--- src/rtl/maidenhead_locator_encode_unit_defines.svh ---
// Assertion macros used by the locator encoder top level.
`ifndef MAIDENHEAD_LOCATOR_ENCODE_UNIT_DEFINES_SVH
`define MAIDENHEAD_LOCATOR_ENCODE_UNIT_DEFINES_SVH

`ifndef SYNTHESIS

// Same-cycle implication, checked at every rising edge outside reset.
`define MHL_ASSERT_IMPL(lbl, clk, rstn, ante, cons, msg) \
    lbl: assert property (@(posedge clk) disable iff (!rstn) (ante) |-> (cons)) \
        else $error(msg);

// Next-cycle implication, checked at every rising edge outside reset.
`define MHL_ASSERT_NEXT(lbl, clk, rstn, ante, cons, msg) \
    lbl: assert property (@(posedge clk) disable iff (!rstn) (ante) |=> (cons)) \
        else $error(msg);

`else

`define MHL_ASSERT_IMPL(lbl, clk, rstn, ante, cons, msg)
`define MHL_ASSERT_NEXT(lbl, clk, rstn, ante, cons, msg)

`endif

`endif

--- src/rtl/mhl_pkg.sv ---
// Package with widths, constants, types and helpers of the locator encoder.
package mhl_pkg;

    localparam int LAT_W       = 31;
    localparam int LON_W       = 32;
    localparam int PREC_W      = 4;
    localparam int S_TDATA_W   = 72;
    localparam int M_TDATA_W   = 56;

    localparam longint LAT_SPAN   = 64'sd900000000;
    localparam longint LON_SPAN   = 64'sd1800000000;
    localparam longint LAT_SQUARE = 64'sd10000000;
    localparam longint LON_SQUARE = 64'sd20000000;

    localparam int SUB_DIV  = 24;
    localparam int EXT_DIV  = 10;
    // Subsquare and extended square together split one square into this many steps.
    localparam int FINE_DIV = SUB_DIV * EXT_DIV;

    localparam int IDX_W       = 8;
    localparam int AXIS_STAGES = 6;

    localparam logic [6:0] ASCII_UPPER_A = 7'd65;
    localparam logic [6:0] ASCII_LOWER_A = 7'd97;
    localparam logic [5:0] ASCII_ZERO    = 6'd48;

    localparam logic [PREC_W-1:0] PREC_SUB_MIN = 4'd5;
    localparam logic [PREC_W-1:0] PREC_EXT_MIN = 4'd7;

    localparam logic [3:0] COUNT_SHORT  = 4'd4;
    localparam logic [3:0] COUNT_MEDIUM = 4'd6;
    localparam logic [3:0] COUNT_FULL   = 4'd8;

    typedef struct packed {
        logic [AXIS_STAGES-1:0] load;
    } mhl_pipe_ctrl_t;

    typedef struct packed {
        logic [4:0] tens;
        logic [3:0] ones;
    } mhl_digits_t;

    // Splits an 8-bit value into tens and ones; 205/2048 is exact for that range.
    function automatic mhl_digits_t mhl_split10(input logic [IDX_W-1:0] v);
        logic [15:0]      p;
        logic [IDX_W-1:0] rest;
        mhl_digits_t      d;
        p      = 16'(v) * 16'd205;
        d.tens = p[15:11];
        rest   = v - IDX_W'(d.tens) * IDX_W'(4'd10);
        d.ones = rest[3:0];
        return d;
    endfunction

endpackage

--- src/rtl/maidenhead_locator_encode_unit.sv ---
// Top level of the Maidenhead locator encoder: stream ports, pipeline control, output stage.
//
//  channel | dir | handshake          | payload
//  s_      | in  | s_tvalid/s_tready  | s_tdata: latitude, longitude, precision
//  m_      | out | m_tvalid/m_tready  | m_tdata: eight locator characters, char_count
//
//  One item enters per cycle while s_tready is high; each item passes through six axis
//  stages plus the output register, set by the two reciprocal-and-correct divisions.
//  aresetn is synchronous and active low; it clears only the stage and output valid bits.
//  A stall on m_tready fills empty stages first; s_tready drops only when every
//  stage holds an item and the output is stalled.
`include "maidenhead_locator_encode_unit_defines.svh"

module maidenhead_locator_encode_unit import mhl_pkg::*; (
    input  logic                 aclk,
    input  logic                 aresetn,
    input  logic                 s_tvalid,
    output logic                 s_tready,
    // latitude[30:0], longitude[62:31], precision[66:63], zero fill[71:67]
    input  logic [S_TDATA_W-1:0] s_tdata,
    output logic                 m_tvalid,
    input  logic                 m_tready,
    // lon_field_letter[6:0], lat_field_letter[13:7], lon_square_digit[19:14],
    // lat_square_digit[25:20], lon_subsquare_letter[32:26],
    // lat_subsquare_letter[39:33], lon_extended_digit[45:40],
    // lat_extended_digit[51:46], char_count[55:52]
    output logic [M_TDATA_W-1:0] m_tdata
);

    logic [AXIS_STAGES-1:0] valid_reg, valid_next;
    logic [AXIS_STAGES:0]   adv;
    logic [PREC_W-1:0]      prec_reg [AXIS_STAGES];
    logic                   m_tvalid_reg, m_tvalid_next;
    logic [M_TDATA_W-1:0]   m_tdata_reg, m_tdata_next;
    mhl_pipe_ctrl_t         ctrl;

    logic signed [LAT_W-1:0] lat_in;
    logic signed [LON_W-1:0] lon_in;
    logic [IDX_W-1:0]        lat_coarse, lat_fine, lon_coarse, lon_fine;
    mhl_digits_t             lat_cd, lat_fd, lon_cd, lon_fd;

    logic [6:0] lon_field_letter, lat_field_letter;
    logic [5:0] lon_square_digit, lat_square_digit;
    logic [6:0] lon_subsquare_letter, lat_subsquare_letter;
    logic [5:0] lon_extended_digit, lat_extended_digit;
    logic [3:0] char_count;

    assign lat_in = $signed(s_tdata[LAT_W-1:0]);
    assign lon_in = $signed(s_tdata[LAT_W+LON_W-1:LAT_W]);

    // A stage may load when it is empty or its item moves on in the same cycle.
    always_comb begin
        adv[AXIS_STAGES] = !m_tvalid_reg || m_tready;
        for (int i = AXIS_STAGES - 1; i >= 0; i--) begin
            adv[i] = !valid_reg[i] || adv[i+1];
        end
        ctrl.load  = adv[AXIS_STAGES-1:0];
        valid_next = {valid_reg[AXIS_STAGES-2:0], s_tvalid};
    end

    assign s_tready = adv[0];

    always_ff @(posedge aclk) begin
        if (!aresetn) begin
            valid_reg    <= '0;
            m_tvalid_reg <= 1'b0;
        end else begin
            for (int i = 0; i < AXIS_STAGES; i++) begin
                if (adv[i]) begin
                    valid_reg[i] <= valid_next[i];
                end
            end
            if (adv[AXIS_STAGES]) begin
                m_tvalid_reg <= m_tvalid_next;
            end
        end
    end

    always_ff @(posedge aclk) begin
        if (adv[0]) begin
            prec_reg[0] <= s_tdata[LAT_W+LON_W+PREC_W-1:LAT_W+LON_W];
        end
        for (int i = 1; i < AXIS_STAGES; i++) begin
            if (adv[i]) begin
                prec_reg[i] <= prec_reg[i-1];
            end
        end
        if (adv[AXIS_STAGES]) begin
            m_tdata_reg <= m_tdata_next;
        end
    end

    mhl_axis_split #(
        .POS_W  (LAT_W),
        .SPAN   (LAT_SPAN),
        .SQUARE (LAT_SQUARE)
    ) u_lat_split (
        .aclk       (aclk),
        .ctrl       (ctrl),
        .pos        (lat_in),
        .coarse_idx (lat_coarse),
        .fine_idx   (lat_fine)
    );

    mhl_axis_split #(
        .POS_W  (LON_W),
        .SPAN   (LON_SPAN),
        .SQUARE (LON_SQUARE)
    ) u_lon_split (
        .aclk       (aclk),
        .ctrl       (ctrl),
        .pos        (lon_in),
        .coarse_idx (lon_coarse),
        .fine_idx   (lon_fine)
    );

    // Output stage: squares split into field and square, fine steps into
    // subsquare and extended square, then the precision masks apply.
    always_comb begin
        lat_cd = mhl_split10(lat_coarse);
        lon_cd = mhl_split10(lon_coarse);
        lat_fd = mhl_split10(lat_fine);
        lon_fd = mhl_split10(lon_fine);

        lon_field_letter     = ASCII_UPPER_A + 7'(lon_cd.tens);
        lat_field_letter     = ASCII_UPPER_A + 7'(lat_cd.tens);
        lon_square_digit     = ASCII_ZERO + 6'(lon_cd.ones);
        lat_square_digit     = ASCII_ZERO + 6'(lat_cd.ones);
        lon_subsquare_letter = '0;
        lat_subsquare_letter = '0;
        lon_extended_digit   = '0;
        lat_extended_digit   = '0;
        char_count           = COUNT_SHORT;

        if (prec_reg[AXIS_STAGES-1] >= PREC_SUB_MIN) begin
            lon_subsquare_letter = ASCII_LOWER_A + 7'(lon_fd.tens);
            lat_subsquare_letter = ASCII_LOWER_A + 7'(lat_fd.tens);
            char_count           = COUNT_MEDIUM;
        end
        if (prec_reg[AXIS_STAGES-1] >= PREC_EXT_MIN) begin
            lon_extended_digit = ASCII_ZERO + 6'(lon_fd.ones);
            lat_extended_digit = ASCII_ZERO + 6'(lat_fd.ones);
            char_count         = COUNT_FULL;
        end

        m_tdata_next  = {char_count, lat_extended_digit, lon_extended_digit,
                         lat_subsquare_letter, lon_subsquare_letter,
                         lat_square_digit, lon_square_digit,
                         lat_field_letter, lon_field_letter};
        m_tvalid_next = valid_reg[AXIS_STAGES-1];
    end

    assign m_tvalid = m_tvalid_reg;
    assign m_tdata  = m_tdata_reg;

    `MHL_ASSERT_IMPL(a_count_legal, aclk, aresetn, m_tvalid, (m_tdata[55:52] == COUNT_SHORT || m_tdata[55:52] == COUNT_MEDIUM || m_tdata[55:52] == COUNT_FULL), "char_count is not 4, 6 or 8")
    `MHL_ASSERT_IMPL(a_field_range, aclk, aresetn, m_tvalid, (m_tdata[6:0] <= 7'd83 && m_tdata[13:7] <= 7'd83), "field letter beyond S")
    `MHL_ASSERT_IMPL(a_short_masked, aclk, aresetn, m_tvalid && m_tdata[55:52] == COUNT_SHORT, (m_tdata[51:26] == '0), "unused characters not zero at short precision")
    `MHL_ASSERT_IMPL(a_stall_full, aclk, aresetn, !s_tready, ((&valid_reg) && m_tvalid && !m_tready), "input stalled while the pipe has room")
    `MHL_ASSERT_NEXT(a_out_follows, aclk, aresetn, valid_reg[AXIS_STAGES-1] && adv[AXIS_STAGES], m_tvalid, "last stage item did not reach the output")

endmodule

--- src/rtl/mhl_axis_split.sv ---
// Six-stage pipeline that splits one clamped axis into square and fine step indexes.
module mhl_axis_split import mhl_pkg::*; #(
    parameter int     POS_W  = LON_W,
    parameter longint SPAN   = LON_SPAN,
    parameter longint SQUARE = LON_SQUARE
) (
    input  logic                    aclk,
    input  mhl_pipe_ctrl_t          ctrl,
    input  logic signed [POS_W-1:0] pos,
    output logic [IDX_W-1:0]        coarse_idx,
    output logic [IDX_W-1:0]        fine_idx
);

    localparam int     U_W     = $clog2(2 * SPAN + 1);
    localparam int     Q_W     = $clog2(2 * SPAN / SQUARE + 1);
    localparam int     R_W     = $clog2(SQUARE);
    localparam int     V_W     = $clog2(FINE_DIV * SQUARE);
    localparam int     T_W     = $clog2(FINE_DIV);
    localparam longint RECIP_Q = (64'sd1 << U_W) / SQUARE;
    localparam longint RECIP_T = (64'sd1 << V_W) / SQUARE;
    localparam int     RQ_W    = $clog2(RECIP_Q + 1);
    localparam int     RT_W    = $clog2(RECIP_T + 1);
    localparam int     P1_W    = U_W + RQ_W;
    localparam int     P2_W    = V_W + RT_W;

    localparam logic signed [POS_W:0] SPAN_S = (POS_W + 1)'(SPAN);

    logic [U_W-1:0] u_reg, u_next, u2_reg;
    logic [Q_W-1:0] qe_reg, qe_next;
    logic [Q_W-1:0] q3_reg, q3_next, q4_reg, q5_reg, q6_reg;
    logic [R_W-1:0] r_reg, r_next;
    logic [V_W-1:0] v_reg, v_next, v5_reg;
    logic [T_W-1:0] te_reg, te_next;
    logic [T_W-1:0] t_reg, t_next;

    logic signed [POS_W:0] pos_ext, pos_clamp, pos_sum;
    logic [P1_W-1:0]       prod1, qe_full;
    logic [U_W-1:0]        qd, rem1;
    logic                  ge1;
    logic [P2_W-1:0]       prod2, te_full;
    logic [V_W-1:0]        td, rem2;
    logic                  ge2;

    // Stage 1: clamp to the legal span and move the origin to the lower edge.
    always_comb begin
        pos_ext = {pos[POS_W-1], pos};
        if (pos_ext > SPAN_S) begin
            pos_clamp = SPAN_S;
        end else if (pos_ext < -SPAN_S) begin
            pos_clamp = -SPAN_S;
        end else begin
            pos_clamp = pos_ext;
        end
        pos_sum = pos_clamp + SPAN_S;
        u_next  = pos_sum[U_W-1:0];
    end

    // Stage 2: reciprocal estimate of the square count, low by at most one.
    always_comb begin
        prod1   = P1_W'(u_reg) * P1_W'(RECIP_Q);
        qe_full = prod1 >> U_W;
        qe_next = qe_full[Q_W-1:0];
    end

    // Stage 3: fix the estimate and keep the remainder inside one square.
    always_comb begin
        qd      = U_W'(qe_reg) * U_W'(SQUARE);
        rem1    = u2_reg - qd;
        ge1     = (rem1 >= U_W'(SQUARE));
        q3_next = qe_reg + Q_W'(ge1);
        r_next  = ge1 ? R_W'(rem1 - U_W'(SQUARE)) : rem1[R_W-1:0];
    end

    // Stage 4: scale the remainder to subsquare times extended steps.
    always_comb begin
        v_next = V_W'(r_reg) * V_W'(FINE_DIV);
    end

    // Stage 5: reciprocal estimate of the fine step.
    always_comb begin
        prod2   = P2_W'(v_reg) * P2_W'(RECIP_T);
        te_full = prod2 >> V_W;
        te_next = te_full[T_W-1:0];
    end

    // Stage 6: fix the fine step estimate.
    always_comb begin
        td     = V_W'(te_reg) * V_W'(SQUARE);
        rem2   = v5_reg - td;
        ge2    = (rem2 >= V_W'(SQUARE));
        t_next = te_reg + T_W'(ge2);
    end

    always_ff @(posedge aclk) begin
        if (ctrl.load[0]) begin
            u_reg <= u_next;
        end
        if (ctrl.load[1]) begin
            qe_reg <= qe_next;
            u2_reg <= u_reg;
        end
        if (ctrl.load[2]) begin
            q3_reg <= q3_next;
            r_reg  <= r_next;
        end
        if (ctrl.load[3]) begin
            q4_reg <= q3_reg;
            v_reg  <= v_next;
        end
        if (ctrl.load[4]) begin
            q5_reg <= q4_reg;
            v5_reg <= v_reg;
            te_reg <= te_next;
        end
        if (ctrl.load[5]) begin
            q6_reg <= q5_reg;
            t_reg  <= t_next;
        end
    end

    assign coarse_idx = IDX_W'(q6_reg);
    assign fine_idx   = IDX_W'(t_reg);

endmodule
--- config.mk ---
export PLATFORM = sky130hd
export DESIGN_NAME = maidenhead_locator_encode_unit
export DESIGN_NICKNAME = d
export VERILOG_FILES = /design/src/rtl/mhl_pkg.sv /design/src/rtl/maidenhead_locator_encode_unit.sv /design/src/rtl/mhl_axis_split.sv
export VERILOG_INCLUDE_DIRS = /design/src /design/src/rtl
export SDC_FILE = /design/constraint.sdc
export NUM_CORES = 2
export LEC_CHECK = 0
export BUFFER_PORTS_ARGS = -buffer_cell sky130_fd_sc_hd__buf_4
export CAP_MARGIN = 5
export CORE_ASPECT_RATIO = 0.75
export CORE_MARGIN = 2
export CORE_UTILIZATION = 65
export CTS_CLUSTER_SIZE = 25
export DETAILED_ROUTE_END_ITERATION = 10
export GPL_ROUTABILITY_DRIVEN = 1
export GPL_TIMING_DRIVEN = 0
export PLACE_DENSITY = 0.78
export SLEW_MARGIN = 20
export SYNTH_ARGS = -nofsm -noshare
export SYNTH_HDL_FRONTEND = slang
export SYNTH_HIERARCHICAL = 1
export SYNTH_SLANG_ARGS = --single-unit
--- constraint.sdc ---
create_clock -name aclk -period 15.4 [get_ports aclk]
set_input_delay 2.31 -clock aclk [delete_from_list [all_inputs] [get_ports aclk]]
set_output_delay 2.31 -clock aclk [all_outputs]
set_load 0.01 [all_outputs]
# Yosys cells after proc, flatten, opt, wreduce, memory -nomap -nowiden

Memories as Yosys holds them, arrays and structs flattened.
Index checks and enable logic that the tools add are counted.

Register bits after elaboration: 464
RAM bits: 24
Input port bits: 76
Output and inout bits: 58
Word-level logic and storage cells: 121
Memories kept: 1

Memory list:

| memory   | words | width | read ports | clocked after memory_dff | write ports | line                                 | text |
|---|---|---|---|---|---|---|---|
| prec_reg | 6     | 4     | 6          | 0                        | 6           | maidenhead_locator_encode_unit.sv:32 | `logic [PREC_W-1:0] prec_reg [AXIS_STAGES];` |

Add/sub/neg operators: 24
Multipliers: 18
$lt $le $gt $ge: 10
Multiplexer cells: 19
Reduce and logical (&&, ||, !) cells: 14

Operators with widths:

| cell                                                                                   | number |
|---|---|
| 8-bit by 8-bit multiplier with 16-bit output (second input constant)                   | 4 |
| 32-bit 2-to-1 mux                                                                      | 2 |
| 32-bit subtractor                                                                      | 2 |
| 31-bit 2-to-1 mux                                                                      | 2 |
| 8-bit by 17-bit multiplier with 25-bit output (second input constant)                  | 2 |
| 8-bit by 17-bit multiplier with 24-bit output (second input constant)                  | 2 |
| 32-bit by 7-bit multiplier with 39-bit output (second input constant)                  | 1 |
| 31-bit by 7-bit multiplier with 38-bit output (second input constant)                  | 1 |
| 29-bit by 9-bit multiplier with 37-bit output (second input constant)                  | 1 |
| 28-bit by 9-bit multiplier with 36-bit output (second input constant)                  | 1 |
| 33-bit by 25-bit greater-or-equal comparator with 1-bit output (second input constant) | 1 |
| 33-bit subtractor                                                                      | 1 |
| 32-bit adder (second input constant)                                                   | 1 |
| 8-bit by 1-bit adder with 8-bit output                                                 | 4 |
| 32-bit by 24-bit greater-or-equal comparator with 1-bit output (second input constant) | 1 |
| 32-bit by 25-bit greater-or-equal comparator with 1-bit output (second input constant) | 1 |
| 32-bit greater-than comparator (second input constant)                                 | 1 |
| 32-bit less-than comparator (second input constant)                                    | 1 |
| 31-bit adder (second input constant)                                                   | 1 |
| 31-bit by 24-bit greater-or-equal comparator with 1-bit output (second input constant) | 1 |
| 31-bit greater-than comparator (second input constant)                                 | 1 |
| 31-bit less-than comparator (second input constant)                                    | 1 |
| 31-bit subtractor                                                                      | 1 |
| 25-bit by 4-bit multiplier with 29-bit output (second input constant)                  | 1 |
| 15 further kinds                                                                       | 50 |

# Longest topological paths before layout

Depth in word-level cells: 10
Mapped depth: 33
Gate-level depth less buffers: 32

# Hierarchy

Netlist, hierarchy kept.

Modules (own cells, without submodules):

| module                         | instances | cells an instance | area each (um^2) | sequential area each (um^2) |
|---|---|---|---|---|
| mhl_axis_split (u_lon_split)   | 1         | 2384              | 25096.6          | 5975.7 |
| mhl_axis_split (u_lat_split)   | 1         | 2400              | 24880.1          | 5855.6 |
| maidenhead_locator_encode_unit | 1         | 704               | 7798.7           | 2242.2 |

# Worst setup path before layout

No wires, ideal clock.

Kind: reg-to-reg
Start point: register u_lat_split.qe_reg[4]
End point: register u_lat_split.q3_reg[7] (data pin)
Arrival: 6.953 ns
Setup slack: 8.181 ns
Cell stages (with the launch flop): 34
Period minus slack after synthesis: 7.219 ns
Path through: edfxtp_1 > ha_1 > ha_1 > inv_1 > fa_1 > inv_1 > fa_1 > ha_1 > a21o_1 > a21oi_1 > nor2b_1 > o21a_1 > o211ai_1 > a21oi_1 > o21ai_0 > a21oi_1 > a21oi_1 > xor2_1 > ha_1 > a21o_1 > a21o_1 > a21oi_1 > o21ai_0 > a31oi_1 > xnor3_1 > or3b_1 > nor3_2 > buf_6 > inv_1 > ha_1 > and3_1 > nand2_1 > nor2_1 > xor2_1

Longest elaborated chain between the ends: 4

RTL lines:

| what                                                           | line                  | text |
|---|---|---|
| from (decl)                                                    | mhl_axis_split.sv:29  | `logic [Q_W-1:0] qe_reg, qe_next;` |
| from (signal assigned)                                         | mhl_axis_split.sv:99  | `qe_reg <= qe_next;` |
| 8-bit by 17-bit multiplier with 24-bit output                  | mhl_axis_split.sv:67  | `qd = U_W'(qe_reg) * U_W'(SQUARE);` |
| 31-bit subtractor                                              | mhl_axis_split.sv:68  | `rem1 = u2_reg - qd;` |
| 31-bit by 24-bit greater-or-equal comparator with 1-bit output | mhl_axis_split.sv:69  | `ge1 = (rem1 >= U_W'(SQUARE));` |
| 8-bit by 1-bit adder with 8-bit output (*)                     | mhl_axis_split.sv:70  | `q3_next = qe_reg + Q_W'(ge1);` |
| named net u_lat_split.q3_next[7]                               | mhl_axis_split.sv:30  | `logic [Q_W-1:0] q3_reg, q3_next, q4_reg, q5_reg, q6_reg;` |
| to (signal assigned)                                           | mhl_axis_split.sv:103 | `q3_reg <= q3_next;` |
| to (decl)                                                      | mhl_axis_split.sv:30  |  |

The timed path passes the listed nets; every way through them passes the cells marked *.
A chain may end at the register's enable or synchronous reset.

# Final worst setup path

Ends and elaborated chain as after synthesis.

==> qor.log <==
[floorplan] floorplan die area 91310 µm²
[yosys] number of warnings reported in the yosys synthesis log 6
[drt] drt wl/cell 16.74 µm
[timing] slew of the pin with the lowest slew margin 1.076 ns
[clock_network] post_cts resized 0
[min_path] class of the tightest hold or removal check reg -> reg
[placed_design] number of buffer cells added on primary ports 110
[layout] top library cells by usage in the layout, fill and taps aside ha_1 (1068), inv_1 (1039), fa_1 (577), edfxtp_1 (464), a21oi_1 (263)
[yosys] number of enable-type register cells in the synthesized netlist 464
[floorplan] core region area 87860 µm²
[clock_network] htree depth 2
[layout] Syn-to-layout area delta 7.196%
[drt] detailed-router iteration count before antenna repair 7
[clock_network] clock slew at the register clock pins of the worst setup and hold paths 0.07 ns
[setup_path] Slowest cell on crit path edfxtp_1
[global_route] pin count of the biggest net entering global routing 64
[layout] fin nets 7384
[floorplan] die outline width 348.3 µm
[setup_path] crit path kind reg -> reg
[status] run status finished, final reports clean
[timing] post-layout min period 8.516 ns
[clock_network] TritonCTS clock tree yes
[timing] Final Hold Fails 0
[clock_network] number of buffers added to fix hold violations after cts 0
[yosys] proportion of synthesized flip-flops having asynchronous set or reset 0%
[yosys] total standard cell area after synthesis 57780 µm²
[global_route] total routing resource utilization after global routing 26.14%
[yosys] Primary FF master, synth edfxtp_1
[timing] RSZ-0062 raised after global routing no
[drt] Remaining DRCs 0
[setup_path] Largest delay share family, worst path adder cells
[global_route] vias in the first global route 40882
[setup_path] delay of the slowest cell on the worst path 0.56 ns
[setup_path] number of buffers and inverters on the critical path 4
[drt] detailed-route wire length 114700 µm
[global_route] global-route wire length before repair 197700 µm
[drt] violation count after the first detailed-route iteration 2430
[setup_path] Worst Setup Start Kind flip-flop
[setup_path] Worst Path Max Fanout 10
[timing] Slew Viols, Final 0
[floorplan] Vert. Die Dim 262.2 µm
[yosys] Post-Syn Instances 5488
[drt] Vias 39585
[yosys] FF+latch count, synth 471
[setup_path] crit end category flip-flop
[setup_path] Required @ worst endpoint 15.74 ns
[timing] maximum clock frequency 117.4 MHz
[layout] antenna cells 0
[clock_network] Clock Root Buffer clkbuf_16
[timing] final worst clock skew 0.01805 ns
[floorplan] num ports 134
[layout] number of flip-flops under the largest register name 46
[clock_network] post-CTS repair timing setup buffer count 0
[floorplan] starting utilization of the core area 65.76%
[timing] Sum Neg Setup Slack 0 ns
[yosys] Netlist cell types 103
[timing] # setup viols final 0
[timing] remaining max-slew budget at the tightest pin 26.41%
[floorplan] row count 94
[placed_design] final HPWL from detailed placement 95700 µm
[clock_network] CTS buffer count 51
[yosys] Avg Inst Size Synth 10.53 µm²
[global_route] global-route congestion overflow total 0
[clock_network] maximum root-to-sink buffer count 3
[drt] antenna viol nets, final 0
[layout] most common cell after layout, fill and taps aside ha_1
[timing] period utilization 55.30%
[placed_design] final weighted congestion in routability-driven placement 0.9189
[layout] proportion of layout cells with a drive suffix above 1 5.017%
[clock_network] clock latency at the later pin of the worst-skew pair 0.63 ns
[clock_network] total clock sinks 471
[global_route] antenna violations before repair 0
[job] Max-Cap Viols 0
[setup_path] Critical Path AT 8.86 ns
[drt] Avg Vias per Cell 5.776
[yosys] portion of the post-synthesis area used by sequential elements 24.36%
-- logic make-up (layout without fill, tap and decap cells) --
kind of cell	after synthesis	after routing	synth area share (%)
flops	471	471	24.36
mux	14	14	0.2469
compound gates	1042	1042	12.19
other cells	2	7	0.01300
fa+ha+maj	1645	1645	43.12
simple gates	895	895	7.885
xor+xnor	319	319	4.931
buf+inv	1100	1308	7.255
-- stage by stage --
step | hold slack [ns] | area [µm²] | setup WS (ns) | utilization, % | std cells
final | 0.4113 | 61930 | 6.884 | 70.49 | 6853
after global routing | 0.4229 | 61930 | 6.273 | 70.49 | 6853
after CTS | 0.4120 | 61930 | 6.867 | 70.49 | 6853
after detailed placement | 0.4045 | 60270 | 6.961 | 68.60 | 6762
after global placement | 0.4003 | 60060 | 7.015 | 68.36 | 6755
after floorplan | 0.4003 | 57790 | 8.181 | - | 5493
-- path summary, 6_finish.rpt --
| path | start | endpoint | slack [ns] | depth (start not counted) |
|---|---|---|---|---|
| max reg2reg | u_lat_split/qe_reg[4] | u_lat_split/q3_reg[7] | 6.88 | 33 |
| min reg2reg | prec_reg[4][3] | prec_reg[5][3] | 0.41 | 0 |
| max | u_lat_split/qe_reg[4] | u_lat_split/q3_reg[7] | 6.88 | 33 |
| min | prec_reg[4][3] | prec_reg[5][3] | 0.41 | 0 |
-- routing by layer --
layer / vias up / wire length, µm / part of all wire, % / GRT usage (%)
met5: - / 0 / 0 / 0
met4: 0 / 2077 / 1.8 / 5.568
met3: 138 / 5369 / 4.7 / 2.881
met2: 931 / 52730 / 46 / 43.32
met1: 19151 / 54520 / 48 / 37.49
li1: 19365 / - / - / -
-- synthesized netlist by cell type, types with 23 or more instances --
library cell	n	share of area [%]
and3_1	41	0.44
xnor2_1	184	2.8
o21a_1	60	0.78
o21ai_0	179	1.6
a21oi_1	263	2.3
o21bai_1	34	0.44
nor2_1	221	1.4
inv_1	1043	6.8
a31oi_1	48	0.52
clkbuf_1	40	0.26
edfxtp_1	464	24
ha_1	1068	23
xor2_1	131	2.0
nor4_1	26	0.28
a211oi_1	31	0.40
or2_2	23	0.25
nor2b_1	47	0.51
and2_1	35	0.38
nand3_1	79	0.68
nand2b_1	43	0.47
nor3_1	77	0.67
fa_1	577	20
a21o_1	139	1.8
nand2_1	177	1.1
nand4_1	42	0.45
-- cell type report --
cell class                 count  area (µm²)
buffer                        57       276.5
clock buffer                  60        1353
clock inverter                31       302.8
fill                        6425       25920
inverter                    1043        3923
multi-input combinational   3922       39550
sequential                   471       14070
tap                         1152        1441
timing repair buffer         117        1011
Power is left out: the tool's default activity adds up to more than one toggle a clock period on the data nets, which glitch-free logic cannot reach.
